[config.mk]
export PLATFORM = sky130hd
export DESIGN_NAME = spectral_lowest_peak_pitch_class_core
export DESIGN_NICKNAME = d
export VERILOG_FILES = /design/src/design/slpp_pkg.sv /design/src/design/slpp_cfg.sv /design/src/design/slpp_peak.sv /design/src/design/spectral_lowest_peak_pitch_class_core.sv
export SDC_FILE = /design/constraint.sdc
export NUM_CORES = 1
export LEC_CHECK = 0
export BUFFER_PORTS_ARGS = -buffer_cell sky130_fd_sc_hd__buf_2
export CAP_MARGIN = 10
export CORE_ASPECT_RATIO = 1.2
export CORE_UTILIZATION = 45
export CTS_CLUSTER_DIAMETER = 100
export DETAILED_ROUTE_END_ITERATION = 10
export GPL_TIMING_DRIVEN = 0
export SLEW_MARGIN = 20
export SYNTH_ARGS = -nofsm -noshare
export SYNTH_HDL_FRONTEND = slang
export SYNTH_SLANG_ARGS = --single-unit
[constraint.sdc]
create_clock -name clk -period 31.4 [get_ports clk]
set_input_delay 6.28 -clock clk [delete_from_list [all_inputs] [get_ports clk]]
set_output_delay 6.28 -clock clk [all_outputs]
set_load 0.01 [all_outputs]
[src/design/slpp_pkg.sv]
// ----------------------------------------------------------------------------
// slpp_pkg: shared types and constants for the lowest spectral peak block
// Configuration register indexes, the configuration and result bundles and
// the bin to pitch class mapping used at the end of each frame.
// ----------------------------------------------------------------------------
`default_nettype none

package slpp_pkg;

	// default number of bins in one frame
	localparam int FRAME_BINS_DEFAULT = 512;

	// field widths
	localparam int MAG_W   = 16;
	localparam int LEVEL_W = 10;
	localparam int BIN_W   = 9;
	localparam int PITCH_W = 4;
	localparam int CFG_IDX_W  = 2;
	localparam int CFG_DATA_W = 16;

	// configuration register indexes
	localparam logic [CFG_IDX_W-1:0] CFG_LEVEL_THRESHOLD = 2'd0;
	localparam logic [CFG_IDX_W-1:0] CFG_PEAK_FLOOR      = 2'd1;
	localparam logic [CFG_IDX_W-1:0] CFG_LOW_BIN         = 2'd2;
	localparam logic [CFG_IDX_W-1:0] CFG_HIGH_BIN        = 2'd3;

	// configuration reset values
	localparam logic [LEVEL_W-1:0] LEVEL_THRESHOLD_RST = 10'd600;
	localparam logic [MAG_W-1:0]   PEAK_FLOOR_RST      = 16'd164;
	localparam logic [BIN_W-1:0]   LOW_BIN_RST         = 9'd1;
	localparam logic [BIN_W-1:0]   HIGH_BIN_RST        = 9'd116;

	// number of semitones in an octave
	localparam logic [PITCH_W-1:0] SEMITONES = 4'd12;
	// pitch class of the lowest semitone edge inside the normalized octave
	localparam logic [PITCH_W-1:0] PITCH_OFFSET = 4'd5;

	// semitone edges of bins normalized into the octave 256..511
	localparam logic [BIN_W-1:0] SEMITONE_EDGE [12] = '{
		9'd268, 9'd283, 9'd300, 9'd318, 9'd337, 9'd357,
		9'd378, 9'd401, 9'd424, 9'd450, 9'd476, 9'd505
	};

	typedef struct packed {
		logic [LEVEL_W-1:0] level_threshold;
		logic [MAG_W-1:0]   peak_floor;
		logic [BIN_W-1:0]   low_bin;
		logic [BIN_W-1:0]   high_bin;
	} slpp_cfg_t;

	typedef struct packed {
		logic               note_found;
		logic [BIN_W-1:0]   peak_bin;
		logic [PITCH_W-1:0] pitch_class;
	} slpp_result_t;

	// pitch class of a bin: normalize into one octave, count edges passed
	function automatic logic [PITCH_W-1:0] pitch_of_bin(input logic [BIN_W-1:0] b);
		logic [BIN_W-1:0]   v;
		logic [PITCH_W-1:0] m;
		logic [PITCH_W:0]   s;
		v = b;
		m = '0;
		for (int k = 0; k < BIN_W - 1; k++) begin
			if (v[BIN_W-1] == 1'b0) begin
				v = {v[BIN_W-2:0], 1'b0};
			end
		end
		for (int i = 0; i < 12; i++) begin
			if (v >= SEMITONE_EDGE[i]) begin
				m = m + 4'd1;
			end
		end
		s = {1'b0, m} + {1'b0, PITCH_OFFSET};
		if (s >= {1'b0, SEMITONES}) begin
			s = s - {1'b0, SEMITONES};
		end
		if (b == '0) begin
			s = '0;
		end
		return s[PITCH_W-1:0];
	endfunction

endpackage

`default_nettype wire

[src/design/slpp_cfg.sv]
// ----------------------------------------------------------------------------
// slpp_cfg: configuration registers
// Holds level threshold, peak floor and the accepted bin range; writes are
// registered and the port never stalls.
// ----------------------------------------------------------------------------
`default_nettype none

module slpp_cfg (
	input  wire logic                                clk,
	input  wire logic                                arst_n,
	input  wire logic                                wr_en,
	input  wire logic [slpp_pkg::CFG_IDX_W-1:0]      wr_index,
	input  wire logic [slpp_pkg::CFG_DATA_W-1:0]     wr_data,
	output      slpp_pkg::slpp_cfg_t                 cfg
);

	slpp_pkg::slpp_cfg_t cfg_q;

	// register write decoder
	always_ff @(posedge clk or negedge arst_n) begin
		if (!arst_n) begin
			cfg_q.level_threshold <= slpp_pkg::LEVEL_THRESHOLD_RST;
			cfg_q.peak_floor      <= slpp_pkg::PEAK_FLOOR_RST;
			cfg_q.low_bin         <= slpp_pkg::LOW_BIN_RST;
			cfg_q.high_bin        <= slpp_pkg::HIGH_BIN_RST;
		end else if (wr_en) begin
			unique case (wr_index)
				slpp_pkg::CFG_LEVEL_THRESHOLD: begin
					cfg_q.level_threshold <= wr_data[slpp_pkg::LEVEL_W-1:0];
				end
				slpp_pkg::CFG_PEAK_FLOOR: begin
					cfg_q.peak_floor <= wr_data[slpp_pkg::MAG_W-1:0];
				end
				slpp_pkg::CFG_LOW_BIN: begin
					cfg_q.low_bin <= wr_data[slpp_pkg::BIN_W-1:0];
				end
				slpp_pkg::CFG_HIGH_BIN: begin
					cfg_q.high_bin <= wr_data[slpp_pkg::BIN_W-1:0];
				end
				default: begin
				end
			endcase
		end
	end

	assign cfg = cfg_q;

endmodule

`default_nettype wire

[src/design/slpp_peak.sv]
// ----------------------------------------------------------------------------
// slpp_peak: per-bin peak tracker
// Keeps the bin count, the two previous magnitudes and the latched lowest
// peak; forms the frame result when the last bin is processed.
// ----------------------------------------------------------------------------
`default_nettype none

module slpp_peak #(
	parameter int FRAME_BINS = slpp_pkg::FRAME_BINS_DEFAULT
) (
	input  wire logic                              clk,
	input  wire logic                              arst_n,
	input  wire logic                              step,
	input  wire logic [slpp_pkg::MAG_W-1:0]        magnitude,
	input  wire logic [slpp_pkg::LEVEL_W-1:0]      mic_level,
	input  wire logic                              frame_end,
	input  wire slpp_pkg::slpp_cfg_t               cfg,
	output      slpp_pkg::slpp_result_t            result
);

	localparam int CW   = $clog2(FRAME_BINS + 1);
	localparam int CMPW = (CW > slpp_pkg::BIN_W) ? CW : slpp_pkg::BIN_W;

	logic [CW-1:0]                   bin_cnt_q;
	logic [slpp_pkg::MAG_W-1:0]      prev_q;
	logic [slpp_pkg::MAG_W-1:0]      prev_prev_q;
	logic                            loud_q;
	logic                            latched_q;
	logic [slpp_pkg::BIN_W-1:0]      lbin_q;

	logic                            first_bin;
	logic                            in_frame;
	logic                            loud_d;
	logic                            latched_cur;
	logic [slpp_pkg::BIN_W-1:0]      lbin_cur;
	logic [CW-1:0]                   cand;
	logic [CMPW-1:0]                 cand_x;
	logic                            hit;
	logic                            latched_d;
	logic [slpp_pkg::BIN_W-1:0]      lbin_d;
	logic                            found;
	logic [slpp_pkg::BIN_W-1:0]      out_bin;

	// frame start reloads the loudness and the latch
	assign first_bin   = (bin_cnt_q == '0);
	assign in_frame    = (bin_cnt_q < CW'(FRAME_BINS));
	assign loud_d      = first_bin ? (mic_level > cfg.level_threshold) : loud_q;
	assign latched_cur = first_bin ? 1'b0 : latched_q;
	assign lbin_cur    = first_bin ? '0 : lbin_q;

	// three-tap test on the previous bin
	assign cand   = bin_cnt_q - CW'(1);
	assign cand_x = CMPW'(cand);
	assign hit    = in_frame && (bin_cnt_q >= CW'(2)) && !latched_cur
		&& (cand_x >= CMPW'(cfg.low_bin)) && (cand_x <= CMPW'(cfg.high_bin))
		&& (prev_q > prev_prev_q) && (prev_q > magnitude) && (prev_q > cfg.peak_floor);

	assign latched_d = latched_cur | hit;
	assign lbin_d    = hit ? cand_x[slpp_pkg::BIN_W-1:0] : lbin_cur;

	// frame result
	assign found   = loud_d && latched_d;
	assign out_bin = found ? lbin_d : '0;

	always_comb begin
		result.note_found  = found;
		result.peak_bin    = out_bin;
		result.pitch_class = found ? slpp_pkg::pitch_of_bin(out_bin) : '0;
	end

	// tracker state
	always_ff @(posedge clk or negedge arst_n) begin
		if (!arst_n) begin
			bin_cnt_q   <= '0;
			prev_q      <= '0;
			prev_prev_q <= '0;
			loud_q      <= 1'b0;
			latched_q   <= 1'b0;
			lbin_q      <= '0;
		end else if (step) begin
			loud_q    <= loud_d;
			latched_q <= latched_d;
			lbin_q    <= lbin_d;
			if (in_frame) begin
				prev_prev_q <= prev_q;
				prev_q      <= magnitude;
			end
			if (frame_end) begin
				bin_cnt_q <= '0;
			end else if (in_frame) begin
				bin_cnt_q <= bin_cnt_q + CW'(1);
			end
		end
	end

endmodule

`default_nettype wire

[src/design/spectral_lowest_peak_pitch_class_core.sv]
// ----------------------------------------------------------------------------
// spectral_lowest_peak_pitch_class_core: lowest spectral peak and pitch class
// Streams one FFT magnitude frame per call, one bin per transaction, and
// reports the lowest qualifying local maximum with its pitch class.
// ----------------------------------------------------------------------------
// Usage:
//   Input channel (in_valid / in_stall) carries one bin per transaction,
//   bin 0 first; mic_level is sampled on the first bin, frame_end marks the
//   last bin. Output channel (out_valid / out_stall) carries one transaction
//   per frame: note_found, peak_bin and pitch_class.
//   Configuration channel (cfg_valid / cfg_ready, cfg_index, cfg_data) is
//   always ready; write it only while no frame is in flight.
// Timing:
//   A bin is taken into the input register, passed to the peak tracker
//   once the output register is free, and the frame result sits in the
//   output register: out_valid rises when the last bin leaves the tracker.
//   One bin per cycle is sustained unless a held result is stalled; the
//   input register and the output register decouple the two channels.
// Reset and stalls:
//   arst_n clears the tracker, both pipeline registers and restores the
//   default configuration. While out_stall holds a result, one more bin may
//   be taken into the input register, then in_stall rises.
// ----------------------------------------------------------------------------
`default_nettype none

module spectral_lowest_peak_pitch_class_core #(
	parameter int FRAME_BINS = slpp_pkg::FRAME_BINS_DEFAULT
) (
	input  wire logic                                clk,
	input  wire logic                                arst_n,
	input  wire logic                                in_valid,
	output      logic                                in_stall,
	input  wire logic [slpp_pkg::MAG_W-1:0]          magnitude,
	input  wire logic [slpp_pkg::LEVEL_W-1:0]        mic_level,
	input  wire logic                                frame_end,
	output      logic                                out_valid,
	input  wire logic                                out_stall,
	output      logic                                note_found,
	output      logic [slpp_pkg::BIN_W-1:0]          peak_bin,
	output      logic [slpp_pkg::PITCH_W-1:0]        pitch_class,
	input  wire logic                                cfg_valid,
	output      logic                                cfg_ready,
	input  wire logic [slpp_pkg::CFG_IDX_W-1:0]      cfg_index,
	input  wire logic [slpp_pkg::CFG_DATA_W-1:0]     cfg_data
);

	slpp_pkg::slpp_cfg_t     cfg;
	slpp_pkg::slpp_result_t  result;

	logic                            s1_valid_q;
	logic [slpp_pkg::MAG_W-1:0]      mag_s1;
	logic [slpp_pkg::LEVEL_W-1:0]    level_s1;
	logic                            last_s1;
	logic                            out_valid_q;
	slpp_pkg::slpp_result_t          result_q;
	logic                            out_free;
	logic                            advance;
	logic                            in_take;

	// configuration registers
	assign cfg_ready = 1'b1;

	slpp_cfg u_cfg (
		.clk      (clk),
		.arst_n   (arst_n),
		.wr_en    (cfg_valid & cfg_ready),
		.wr_index (cfg_index),
		.wr_data  (cfg_data),
		.cfg      (cfg)
	);

	// handshake control
	assign out_free = !out_valid_q || !out_stall;
	assign advance  = s1_valid_q && out_free;
	assign in_stall = s1_valid_q && !advance;
	assign in_take  = in_valid && !in_stall;

	// input register
	always_ff @(posedge clk or negedge arst_n) begin
		if (!arst_n) begin
			s1_valid_q <= 1'b0;
		end else if (in_take) begin
			s1_valid_q <= 1'b1;
		end else if (advance) begin
			s1_valid_q <= 1'b0;
		end
	end

	always_ff @(posedge clk) begin
		if (in_take) begin
			mag_s1   <= magnitude;
			level_s1 <= mic_level;
			last_s1  <= frame_end;
		end
	end

	// peak tracker
	slpp_peak #(
		.FRAME_BINS (FRAME_BINS)
	) u_peak (
		.clk       (clk),
		.arst_n    (arst_n),
		.step      (advance),
		.magnitude (mag_s1),
		.mic_level (level_s1),
		.frame_end (last_s1),
		.cfg       (cfg),
		.result    (result)
	);

	// output register
	always_ff @(posedge clk or negedge arst_n) begin
		if (!arst_n) begin
			out_valid_q <= 1'b0;
		end else if (advance && last_s1) begin
			out_valid_q <= 1'b1;
		end else if (!out_stall) begin
			out_valid_q <= 1'b0;
		end
	end

	always_ff @(posedge clk) begin
		if (advance && last_s1) begin
			result_q <= result;
		end
	end

	assign out_valid   = out_valid_q;
	assign note_found  = result_q.note_found;
	assign peak_bin    = result_q.peak_bin;
	assign pitch_class = result_q.pitch_class;

	// checks on the pipeline and the result encoding
	a_stall_only_when_full: assert property (@(posedge clk) disable iff (!arst_n)
		in_stall |-> s1_valid_q)
		else $error("input stalled with empty input register");

	a_no_note_is_zero: assert property (@(posedge clk) disable iff (!arst_n)
		(out_valid && !note_found) |-> (peak_bin == '0 && pitch_class == '0))
		else $error("result without note carries nonzero bin or pitch");

	a_pitch_in_octave: assert property (@(posedge clk) disable iff (!arst_n)
		out_valid |-> (pitch_class < slpp_pkg::SEMITONES))
		else $error("pitch class out of range");

	a_bin_in_range: assert property (@(posedge clk) disable iff (!arst_n)
		(out_valid && note_found) |->
			(peak_bin >= cfg.low_bin && peak_bin <= cfg.high_bin))
		else $error("reported peak outside configured bin range");

	a_result_loads_when_free: assert property (@(posedge clk) disable iff (!arst_n)
		(advance && last_s1) |-> out_free)
		else $error("result overwrites an unaccepted result");

endmodule

`default_nettype wire

==> impl_metrics.tcl <==
set metrics [dict create \
    failed_checks "DRC" \
    antenna_cells_inserted 0 \
    final_core_utilization 0.521 \
    antenna_violating_nets_post_route 0 \
    hold_fails_final_rpt 0 \
    cts_htree_levels 4 \
    power.total_uw 793 \
    tritoncts "built" \
    critical_path_data_arrival_time_ns 6.67 \
    final-setup-viol-count 0 \
    synth.distinct_cells 94 \
    tritoncts_num_sinks 140 \
    met1_usage 0.273 \
    min_period_over_period 0.412 \
    grt_util_all_layers 0.224 \
    final-max-slew-violation-count 0 \
    first_iter_violations 507 \
    seq_area_frac_synth 0.371 \
    drc_errors 6 \
    antenna_found_initial 0 \
    grt_max_degree 60 \
    unrepaired_setup_endpoints_after_global_routing "false" \
    crit_path_max_incr_delay_ns 0.13 \
    detailedRoute.firstPassIterationCount 8 \
    ys.warnings.count 0 \
    syn_std_cell_area_mm2 0.0100 \
    postSynthNetCount 1198 \
    cp_slowest_cell "sky130_fd_sc_hd__buf_2" \
    synth_edf_count 41 \
    placed_cells_incl_taps 1395 \
    cts_root_buf "sky130_fd_sc_hd__clkbuf_16" \
    cts_resized 0 \
    post-dp-hpwl_mm 18.9 \
    fp-row-count 59 \
    routed_via_density 5.73 \
    worst_clock_skew_ns 0.0104 \
    global_route_wire_length_before_repair_mm 40.8 \
    critPathCaptureType "output pin" \
    syn_to_final_growth_pct 13.0 \
    crit_required_ns 25.12 \
    grt-busiest-layer "met2" \
    cts-root-to-sink-buffers 2 \
    critical_path_class "in2out" \
    synth.ff_latch_count 140 \
    final.fill_count 2003 \
    chipWidth_um 138 \
    cts_made_buffers 17 \
    placeable_area_mm2 0.0218 \
    final_layout_size_suffix_gt1_frac 0.195 \
    detail_route.wirelength_mm 24.9 \
    cap_violations 0 \
    number_of_cells_in_the_finished_layout_apart_from_fillers 1427 \
    groute.layer.met3.usage 0.0341 \
    worst_skew_pair.late_latency_ns 0.43 \
    leakage_power_of_the_design_nw 5.10 \
    relSlewSlack 0.392 \
    peak_supply_drop_uv 41.2 \
    fin_setup_tns_ns 0 \
    cts.clk_slew.worst_paths_ns 0.07 \
    worstPathCellList "buf_2 > nand3_1 > inv_1 > buf_2" \
    fin_nets 1283 \
    period_needed_ns 12.95 \
    synth.avg_cell_area_um2 9.52 \
    gr-usage-met2 0.403 \
    power.density_mw_per_mm2 69.9 \
    cp-start-kind "input port" \
    die-height_um 166 \
    floorplan.io_pins 67 \
    cts_setup_buffers 0 \
    buffer_ports.inserted 65 \
    grt_overflow_total 0 \
    starting_density_of_the_core 0.461 \
    syn_inst 1055 \
    dominantRegCellSynth "sky130_fd_sc_hd__dfrtp_1" \
    hold_buffers 0 \
    tightest_hold_margin_ns 0.505 \
    outcome "complete, but fails checks" \
    worst-path-max-fanout 3 \
    total_number_of_vias 8181 \
    wl_per_cell_um 17.4 \
    gp_routability_congestion 0.933 \
    path_common_cell "sky130_fd_sc_hd__buf_2" \
    timing_worst_slew_pin_value_ns 0.907 \
    hold_path_class "reg2reg" \
    via_count_of_the_first_global_routing_pass 8011 \
    die-area_mm2 0.0229 \
    clock.fmax_mhz 77.2 \
    synth_async_sr_flop_share 0.707 \
]
metrics by stage:
| step | setup slack [ns] | instance area [µm²] |
|---|---|---|
| 2_1_floorplan | 18.65 | 10000 |
| 3_3_place_gp | 18.46 | 10700 |
| 3_5_place_dp | 18.45 | 10800 |
| 4_1_cts | 18.45 | 11400 |
| 5_1_grt | 18.31 | 11400 |
| 6_report | 18.45 | 11400 |
per-layer routing:
| layer | share of wire | wire length (µm) |
|---|---|---|
| met5 | 0 | 0 |
| met4 | 0.025 | 615 |
| met3 | 0.030 | 734 |
| met2 | 0.51 | 12600 |
| met1 | 0.44 | 10900 |
cells by family after synthesis:
kind of cell,synth area share
XOR/XNOR,0.0431
adder cells (fa/ha/maj),0.116
buffers and inverters,0.0538
AND/OR/NAND/NOR,0.162
other,0.000373
flip-flops,0.371
AO/OA/AOI/OAI,0.175
multiplexers,0.0787
path summary, 6_finish.rpt:
path,startpoint,endpoint,slack (ns),cells past startpoint
worst min-delay path,u_cfg.cfg[31],u_cfg.cfg[31],0.51,1
worst max register to register,u_peak.bin_cnt_q[0],pitch_class[3],19.20,51
worst max-delay path,out_stall,in_stall,18.45,4
min in group asynchronous,arst_n,u_peak.prev_q[12],5.76,1
worst min register to register,u_cfg.cfg[31],u_cfg.cfg[31],0.51,1
max in group asynchronous,arst_n,u_cfg.cfg[6],24.94,2
power breakdown:
group | switching (mW) | total, mW | internal, mW
sequential | 0.0212 | 0.239 | 0.218
combinational | 0.223 | 0.348 | 0.125
clock | 0.0868 | 0.206 | 0.119
worst max-delay path, delay by kind of cell:
kind          cells  cell delay [ns]
buf+inv           3             0.28
simple gates      1             0.11
area by class of cell:
| class | count | area [µm²] | share of cell area |
|---|---|---|---|
| multi-input combinational | 782 | 5790 | 0.510 |
| sequential | 140 | 3720 | 0.328 |
| clock buffer | 18 | 429 | 0.0378 |
| inverter | 99 | 372 | 0.0327 |
| timing repair buffer | 66 | 359 | 0.0316 |
| tap | 274 | 343 | 0.0302 |
| buffer | 34 | 169 | 0.0149 |
| clock inverter | 14 | 161 | 0.0142 |
cells in the mapped netlist (20+ instances only):
cell type	count	area [µm²]
sky130_fd_sc_hd__nand2_1	106	398
sky130_fd_sc_hd__inv_1	98	368
sky130_fd_sc_hd__ha_1	93	1160
sky130_fd_sc_hd__dfrtp_1	87	2180
sky130_fd_sc_hd__o21ai_0	67	335
sky130_fd_sc_hd__a21oi_1	66	330
sky130_fd_sc_hd__nor2_1	61	229
sky130_fd_sc_hd__mux2_2	56	631
sky130_fd_sc_hd__edfxtp_1	41	1230
sky130_fd_sc_hd__nand3_1	29	145
sky130_fd_sc_hd__nand4_1	24	150
sky130_fd_sc_hd__clkbuf_1	20	75.1
sequential cells by signal, indices dropped and copies added (netlist names):
name / count
last_s1: 1
level_s1: 10
mag_s1: 16
note_found: 1
out_valid: 1
peak_bin: 9
pitch_class: 4
s1_valid_q: 1
u_cfg.cfg: 44
u_peak.bin_cnt_q: 10
u_peak.latched_q: 1
u_peak.lbin_q: 9
u_peak.loud_q: 1
u_peak.prev_prev_q: 16
u_peak.prev_q: 16
cells in the final DEF (no fill, tap or decap), drive strengths merged, types with 13 or more instances in the layout:
cell type / count
dfrtp: 87
nor2: 65
a21oi: 68
inv: 105
clkbuf: 38
edfxtp: 41
mux2: 56
o21ai: 79
xor2: 13
mux2i: 16
nand3: 31
ha: 93
nand2: 107
buf: 80
xnor2: 19
nand4: 24
Power figures use the tool's default switching activity.
